[config.mk]
export PLATFORM = sky130hd
export DESIGN_NAME = stable_priority_queue
export DESIGN_NICKNAME = d
export VERILOG_FILES = /design/src/rtl/spq_pkg.sv /design/src/rtl/spq_cell.sv /design/src/rtl/stable_priority_queue.sv
export VERILOG_INCLUDE_DIRS = /design/src /design/src/rtl
export SDC_FILE = /design/constraint.sdc
export NUM_CORES = 2
export LEC_CHECK = 0
export BUFFER_PORTS_ARGS = -buffer_cell sky130_fd_sc_hd__buf_4
export CAP_MARGIN = 20
export CORE_ASPECT_RATIO = 1.25
export CORE_MARGIN = 4
export CORE_UTILIZATION = 58
export DETAILED_ROUTE_END_ITERATION = 8
export HOLD_SLACK_MARGIN = 0.08
export PLACE_DENSITY = 0.77
export SLEW_MARGIN = 20
export SYNTH_ARGS = -nofsm -noshare
export SYNTH_HDL_FRONTEND = slang
export SYNTH_HIERARCHICAL = 1
export SYNTH_SLANG_ARGS = --single-unit
export TNS_END_PERCENT = 5
[constraint.sdc]
create_clock -name clk -period 3.7 [get_ports clk]
set_input_delay 0.37 -clock clk [delete_from_list [all_inputs] [get_ports clk]]
set_output_delay 0.37 -clock clk [all_outputs]
set_load 0.005 [all_outputs]
[src/rtl/assert_macros.svh]
// ----------------------------------------------------------------------------
// Assertion macros used by the RTL of the priority queue.
// ----------------------------------------------------------------------------
`ifndef ASSERT_MACROS_SVH
`define ASSERT_MACROS_SVH

// Property that must hold at every clock edge outside reset.
`define ASSERT_ALWAYS(lbl, expr, msg) \
  lbl: assert property (@(posedge clk) disable iff (rst) (expr)) else $error(msg);

// Same-cycle implication.
`define ASSERT_IMPLY(lbl, ante, cons, msg) \
  lbl: assert property (@(posedge clk) disable iff (rst) (ante) |-> (cons)) else $error(msg);

// Next-cycle implication.
`define ASSERT_NEXT(lbl, ante, cons, msg) \
  lbl: assert property (@(posedge clk) disable iff (rst) (ante) |=> (cons)) else $error(msg);

`endif

[src/rtl/spq_pkg.sv]
// ----------------------------------------------------------------------------
// spq_pkg
// Constants and types shared by the stable priority queue and its cells.
// ----------------------------------------------------------------------------
`default_nettype none

package spq_pkg;

  localparam int QUEUE_DEPTH = 16;
  localparam int CNT_W       = $clog2(QUEUE_DEPTH + 1);
  localparam int SCORE_W     = 32;
  localparam int TAG_W       = 8;
  localparam int OCC_W       = 5;

  localparam logic OP_INSERT = 1'b0;
  localparam logic OP_POP    = 1'b1;

  localparam logic [1:0] ST_DONE  = 2'd0;
  localparam logic [1:0] ST_FULL  = 2'd1;
  localparam logic [1:0] ST_EMPTY = 2'd2;

  // Command broadcast to every cell of the row in the same cycle.
  typedef struct packed {
    logic                      do_insert;
    logic                      do_pop;
    logic signed [SCORE_W-1:0] new_score;
    logic        [TAG_W-1:0]   new_tag;
  } cell_ctrl_t;

endpackage

`default_nettype wire

[src/rtl/spq_cell.sv]
// ----------------------------------------------------------------------------
// spq_cell
// One slot of the sorted row: holds a score and a tag and trades them with
// its neighbors on insert and pop.
// ----------------------------------------------------------------------------
`default_nettype none

module spq_cell
  import spq_pkg::*;
(
  input  wire  logic                      clk,
  input  wire  cell_ctrl_t                ctrl,
  input  wire  logic                      occupied,
  input  wire  logic                      left_keep,
  input  wire  logic signed [SCORE_W-1:0] left_score,
  input  wire  logic        [TAG_W-1:0]   left_tag,
  input  wire  logic signed [SCORE_W-1:0] right_score,
  input  wire  logic        [TAG_W-1:0]   right_tag,
  output logic                            keep,
  output logic signed [SCORE_W-1:0]       score,
  output logic        [TAG_W-1:0]         tag
);

  // A stored entry stays in place on insert when it ranks at or above the
  // new one; this keeps equal scores in arrival order.
  assign keep = occupied && (score >= ctrl.new_score);

  always_ff @(posedge clk) begin
    if (ctrl.do_insert) begin
      if (!keep) begin
        if (left_keep) begin
          score <= ctrl.new_score;
          tag   <= ctrl.new_tag;
        end else begin
          score <= left_score;
          tag   <= left_tag;
        end
      end
    end else if (ctrl.do_pop) begin
      score <= right_score;
      tag   <= right_tag;
    end
  end

endmodule

`default_nettype wire

[src/rtl/stable_priority_queue.sv]
// ----------------------------------------------------------------------------
// stable_priority_queue
// Fixed-depth priority queue built as a row of compare-and-shift cells.
// ----------------------------------------------------------------------------
// Usage:
// The input channel (in_valid/in_ready) carries one command per beat:
// operation 0 inserts entry_score/entry_tag, operation 1 pops the front.
// The output channel (out_valid/out_ready) returns one result beat per
// command: status, the popped front_score/front_tag (zero otherwise) and
// the occupancy after the command. Higher scores leave first; equal scores
// leave in arrival order. An insert into a full queue is dropped with
// status 1, a pop on an empty queue reports status 2.
// The result beat is valid in the cycle after the command is accepted.
// Every cell compares its score with the new one and moves in the same
// cycle, so a command can be accepted every cycle unless the receiver stalls:
// then the result register holds its beat and in_ready drops until it is
// taken. Reset empties the queue and clears the result valid flag; slot
// contents are not cleared and are never read while empty.
// ----------------------------------------------------------------------------
`default_nettype none

`include "assert_macros.svh"

module stable_priority_queue
  import spq_pkg::*;
(
  input  wire  logic                      clk,
  input  wire  logic                      rst,
  input  wire  logic                      in_valid,
  output logic                            in_ready,
  input  wire  logic                      operation,
  input  wire  logic signed [SCORE_W-1:0] entry_score,
  input  wire  logic        [TAG_W-1:0]   entry_tag,
  output logic                            out_valid,
  input  wire  logic                      out_ready,
  output logic        [1:0]               status,
  output logic signed [SCORE_W-1:0]       front_score,
  output logic        [TAG_W-1:0]         front_tag,
  output logic        [OCC_W-1:0]         occupancy
);

  logic             [CNT_W-1:0]   count;
  logic             [CNT_W-1:0]   count_next;
  logic                           accept;
  logic                           full;
  logic                           empty;
  cell_ctrl_t                     ctrl;

  logic signed [SCORE_W-1:0] cell_score [QUEUE_DEPTH];
  logic        [TAG_W-1:0]   cell_tag   [QUEUE_DEPTH];
  logic                      cell_keep  [QUEUE_DEPTH];

  // The result register frees up when its beat is taken.
  assign in_ready = !out_valid || out_ready;
  assign accept   = in_valid && in_ready;
  assign full     = (count == CNT_W'(QUEUE_DEPTH));
  assign empty    = (count == '0);

  assign ctrl.do_insert = accept && (operation == OP_INSERT) && !full;
  assign ctrl.do_pop    = accept && (operation == OP_POP) && !empty;
  assign ctrl.new_score = entry_score;
  assign ctrl.new_tag   = entry_tag;

  always_comb begin
    count_next = count;
    if (ctrl.do_insert) begin
      count_next = count + 1'b1;
    end else if (ctrl.do_pop) begin
      count_next = count - 1'b1;
    end
  end

  // The row of cells. Cell 0 is the front. On insert every cell that keeps
  // its entry forms a prefix; the first cell after it takes the new entry
  // and the rest take their left neighbor's. On pop every cell but the back
  // one takes its right neighbor's entry; the back cell keeps its own.
  for (genvar i = 0; i < QUEUE_DEPTH; i++) begin : g_cell
    logic                      occupied;
    logic                      left_keep;
    logic signed [SCORE_W-1:0] left_score;
    logic        [TAG_W-1:0]   left_tag;
    logic signed [SCORE_W-1:0] right_score;
    logic        [TAG_W-1:0]   right_tag;

    assign occupied = (CNT_W'(i) < count);

    if (i == 0) begin : g_front
      assign left_keep  = 1'b1;
      assign left_score = entry_score;
      assign left_tag   = entry_tag;
    end else begin : g_inner
      assign left_keep  = cell_keep[i-1];
      assign left_score = cell_score[i-1];
      assign left_tag   = cell_tag[i-1];
    end

    if (i == QUEUE_DEPTH - 1) begin : g_back
      assign right_score = cell_score[i];
      assign right_tag   = cell_tag[i];
    end else begin : g_body
      assign right_score = cell_score[i+1];
      assign right_tag   = cell_tag[i+1];
    end

    spq_cell u_cell (
      .clk         (clk),
      .ctrl        (ctrl),
      .occupied    (occupied),
      .left_keep   (left_keep),
      .left_score  (left_score),
      .left_tag    (left_tag),
      .right_score (right_score),
      .right_tag   (right_tag),
      .keep        (cell_keep[i]),
      .score       (cell_score[i]),
      .tag         (cell_tag[i])
    );
  end

  // Count and result register.
  always_ff @(posedge clk) begin
    if (rst) begin
      count     <= '0;
      out_valid <= 1'b0;
    end else begin
      count <= count_next;
      if (accept) begin
        out_valid <= 1'b1;
      end else if (out_ready) begin
        out_valid <= 1'b0;
      end
    end
  end

  always_ff @(posedge clk) begin
    if (accept) begin
      occupancy <= OCC_W'(count_next);
      if (operation == OP_INSERT) begin
        status      <= full ? ST_FULL : ST_DONE;
        front_score <= '0;
        front_tag   <= '0;
      end else if (empty) begin
        status      <= ST_EMPTY;
        front_score <= '0;
        front_tag   <= '0;
      end else begin
        status      <= ST_DONE;
        front_score <= cell_score[0];
        front_tag   <= cell_tag[0];
      end
    end
  end

  `ASSERT_ALWAYS(a_count_bound, count <= CNT_W'(QUEUE_DEPTH), "entry count above depth")
  `ASSERT_IMPLY(a_front_sorted, count >= CNT_W'(2), cell_score[0] >= cell_score[1], "front not sorted")
  `ASSERT_NEXT(a_insert_count, ctrl.do_insert, count == $past(count) + 1'b1, "insert count slip")
  `ASSERT_NEXT(a_empty_pop, accept && (operation == OP_POP) && empty, status == ST_EMPTY, "empty pop status")

endmodule

`default_nettype wire

# Word level (Yosys, flattened, before mapping)
# Index checks and enable logic that the tools add are counted.
[op_classes]
n_bitwise = 2
n_lt_le_gt_ge = 32
n_eq_ne = 16
addsub = 2
mux = 127
reduce_logical = 45
[ops]
columns = ["operator", "count"]
rows = [
  ["$mux 32", 60],
  ["$ge 32x32->1", 16],
  ["$mux 8", 60],
  ["$lt 4x5->1 const A", 8],
  ["$reduce_and 2->1", 16],
  ["$ne 2x2->1 const B", 15],
  ["$logic_and 1x1->1", 21],
  ["$lt 3x5->1 const A", 4],
  ["$lt 1x5->1 const A", 2],
  ["$lt 2x5->1 const A", 2],
  ["$mux 5", 2],
  ["$add 5x1->5 const B", 1],
  ["$eq 5x5->1 const B", 1],
  ["$logic_not 5->1", 1],
  ["$sub 5x1->5 const B", 1],
  ["$mux 2", 2],
  ["$reduce_bool 2->1", 2],
  ["$logic_not 1->1", 3],
  ["$mux 1", 3],
  ["$not 1->1", 2],
  ["$reduce_or 2->1", 1],
  ["$logic_or 1x1->1", 1],
]
[totals]
regBits = 693
input_bits = 45
output_inout_bits = 49
elab_cells = 262

# Logic depth before layout (Yosys ltp)
[depth]
word_depth = 7
ltp_mapped = 12
ltp_nobuf = 10

# By module
# The synthesis kept the hierarchy.
[modules_own_cells]
columns = ["module", "instances", "cells_per_inst", "area_each_um2", "seq_area_each_um2"]
rows = [
  ["spq_cell", 16, 292, 2880.3, 1201.2],
  ["stable_priority_queue", 1, 190, 2368.5, 1531.5],
]

# Least setup slack after synthesis
# No wires, ideal clock.
[synth_timing]
kind = "reg2reg"
start = "reg count[1]"
end = "reg g_cell[1].u_cell.score[0] (enable)"
setup_ns = 0.403
stages_incl_launch_ff = 9
period_less_slack_ns = 3.860
t_arrival_ns = 3.457
path_slack_ns = -0.160
required_ns = 3.297
n_path_buf = 3
path_cell_list = "dfxtp_1 -> clkbuf_1 -> inv_1 -> ha_1 -> and4bb_2 -> nor4b_4 -> clkbuf_1 -> buf_1 -> o32a_1"
[synth_lines]
columns = ["element", "line", "rtl"]
rows = [
  ["start: declaration", "stable_priority_queue.sv:42", "logic [CNT_W-1:0] count;"],
  ["start signal: assignment", "stable_priority_queue.sv:126", "count <= count_next;"],
  ["end signal: assignment", "spq_cell.sv:32", "score <= ctrl.new_score;"],
  ["end signal: assignment", "spq_cell.sv:35", "score <= left_score;"],
  ["end signal: assignment", "spq_cell.sv:40", "score <= right_score;"],
  ["end: declaration", "spq_cell.sv:20", "output logic signed [SCORE_W-1:0] score,"],
]

==> summary.md <==
| Metric | Value |
|---|---|
| CORE AREA | `82830 µm²` |
| Share of cells above drive strength 1 | `8.783%` |
| DRC Markers | `0` |
| Crit path launch type | `flip-flop` |
| Final Cycle Share | `93.99%` |
| Initial core utilization | `58.49%` |
| Drt initial violations | `2442` |
| Critical path required time | `4.03 ns` |
| Final #Nets | `5456` |
| Synthesized instance count | `4861` |
| PwrDens | `490.6 nW/µm²` |
| Hold WC Path Type | `primary input to flip-flop` |
| Vias in the first global route | `34690` |
| Final cell count without fillers | `6033` |
| Total GRT Usage | `25.23%` |
| Peak VDD IR | `0.3412 mV` |
| Detailed-route wire length per cell | `18.80 µm` |
| Syn avg cell area | `9.966 µm²` |
| First-pass GRT wire length | `181.2 mm` |
| CTS buffer count | `74` |
| Global route total overflow | `0` |
| Via/cell ratio | `5.836` |
| CP delay by family, top | `simple AND/OR/NAND/NOR gates` |
| Slew headroom | `32.36%` |
| # Post-CTS Setup Buffers | `0` |
| Root Driver | `clkbuf_16` |
| Buffers on Ports | `93` |
| WP buf/inv | `3` |
| Outcome | `finished, final reports clean` |
| Initial antenna violation count | `0` |
| Die H | `331.1 µm` |
| Mapped Nets | `5422` |
| Routed via count | `35210` |
| 1st-pass router iterations | `5` |
| Placed Area | `50690 µm²` |
| Die Wd | `266.5 µm` |
| H-tree lvl count | `3` |
| Critical Path Sink Type | `flip-flop` |
| Fin. max-slew vios | `0` |
| Fill count | `6426` |
| Largest net degree at the start of global routing | `174` |
| Area grow syn2layout | `9.832%` |
| Post-route ant nets | `0` |
| FMAX | `287.6 MHz` |
| Crit path max-delay cell type | `edfxtp_1` |
| ANT cells | `0` |
| Yosys warnings | `6` |
| Critical path, cell by cell | `ha_1, and4_1, nor4b_2, buf_4, nand2_1, o31ai_2, nor3b_2, nor3b_2, buf_4, buf_12, mux2i_1, a21oi_1` |
| Critical path fanouts, max | `12` |
| Fin util | `64.24%` |
| Rows | `118` |
| Die ar. | `88240 µm²` |
| Worst-path clk slew | `0.06 ns` |
| Pre-CTS setup slack | `-0.09326 ns` |
| CP max stage delay | `0.42 ns` |
| CTS tree | `yes` |
| Worst Tran Pin Value | `1.015 ns` |
| CP arrival | `3.81 ns` |
| Leakage power | `21.71 nW` |
| Later-pin clock latency in the skew report | `0.63 ns` |
| Reg2Reg Setup Slack | `0.22 ns` |
| Placed insts | `5896` |
| Minimum clock period | `3.478 ns` |
| Routed WL | `113.5 mm` |
| WS Path Type | `flip-flop to flip-flop` |
| RSZ-0062 raised after global routing | `no` |
| IO Pins | `94` |
| Resize count post-CTS | `0` |
| Final Power | `0.02611 W` |
| PnR worst setup slack | `0.2224 ns` |
| Setup violators final | `0` |
| DP HPWL | `84.73 mm` |
| Final Instance Area | `53210 µm²` |
| CTS Buffer Depth | `3` |
| Sink Count | `693` |
| Clk_skew | `0.01858 ns` |
| Max Cap Violations | `0` |
| GPL Wtd Cong | `0.8944` |
| Netlist Area Pre-Place | `48450 µm²` |
| Final Hold Vio Count | `0` |
per-stage QoR:
step / TNS, ns / hold slack, ns
finish: 0 / 0.2606
global route: 0 / 0.2709
detailed placement: -1.788 / 0.5789
floorplan: -95.97 / 0.5470
CTS: 0 / 0.2216
global placement: 0 / 0.5467
worst reg2reg max path: cells and delay by family (launching register included):
kind / cells / cell delay, ns
buf+inv: 3 / 0.59
simple gates: 5 / 1.09
fa+ha+maj: 1 / 0.34
flops: 1 / 0.42
mux: 1 / 0.25
compound gates: 2 / 0.50
final timing paths:
check / startpoint / to / cells past startpoint
worst max-delay path: g_cell[1].u_cell/score[23] / g_cell[2].u_cell/tag[2] / 12
worst min-delay path: operation / status[0] / 2
worst max register to register: g_cell[1].u_cell/score[23] / g_cell[2].u_cell/tag[2] / 12
worst min register to register: out_valid / out_valid / 2
cell type report:
class / instances / area (µm²) / share of cell area [%]
clock buffer: 97 / 2085 / 3.918
clock inverter: 37 / 401.6 / 0.7548
inverter: 518 / 1944 / 3.654
multi-input combinational: 3410 / 24860 / 46.72
sequential: 693 / 20750 / 39.00
tap: 1080 / 1351 / 2.540
timing repair buffer: 198 / 1819 / 3.419
report_power, final:
part	internal, W	switching (W)
Clock	0.00459	0.00314
Sequential	0.0103	0.000909
Combinational	0.00298	0.00417
Total	0.0179	0.00821
timing repair:
action | in CTS | in global routing
endpoints found under the hold margin | 3 | 0
setup endpoints to repair | 0 | 0
hold buffers | 3 | 0
flip-flops by register name, indices dropped and copies added, names as in the netlist:
register and count:
out_valid 1, g_cell.u_cell/score 512, front_tag 8, occupancy 5, g_cell.u_cell/tag 128, front_score 32, status 2, count 5
cells in the final DEF, fill, tap and decap left out, types with 17 or more instances in the layout:
| master | n |
|---|---|
| nand2_1 | 142 |
| buf_12 | 26 |
| nor3_1 | 17 |
| nor3b_2 | 31 |
| a21oi_1 | 834 |
| o21a_1 | 17 |
| nand4_1 | 64 |
| clkbuf_16 | 79 |
| nor2_1 | 664 |
| a211oi_2 | 32 |
| nand3_1 | 34 |
| edfxtp_1 | 687 |
| o21ai_0 | 36 |
| o31ai_1 | 17 |
| nor2b_1 | 36 |
| a21o_1 | 33 |
| o21ai_1 | 34 |
| inv_1 | 517 |
| ha_1 | 516 |
| and3_1 | 57 |
| nand2b_1 | 22 |
| mux2i_1 | 641 |
| buf_4 | 169 |
| and4_1 | 32 |
routing by layer:
layer  vias up  part of all wire, %  GRT usage [%]
li1      17750                    -              -
met1     16380                   42          31.29
met2       822                   49          44.42
met3       257                  4.1          2.986
met4         0                  4.6          11.40
met5         -                    0              0
Power figures use the tool's default switching activity.
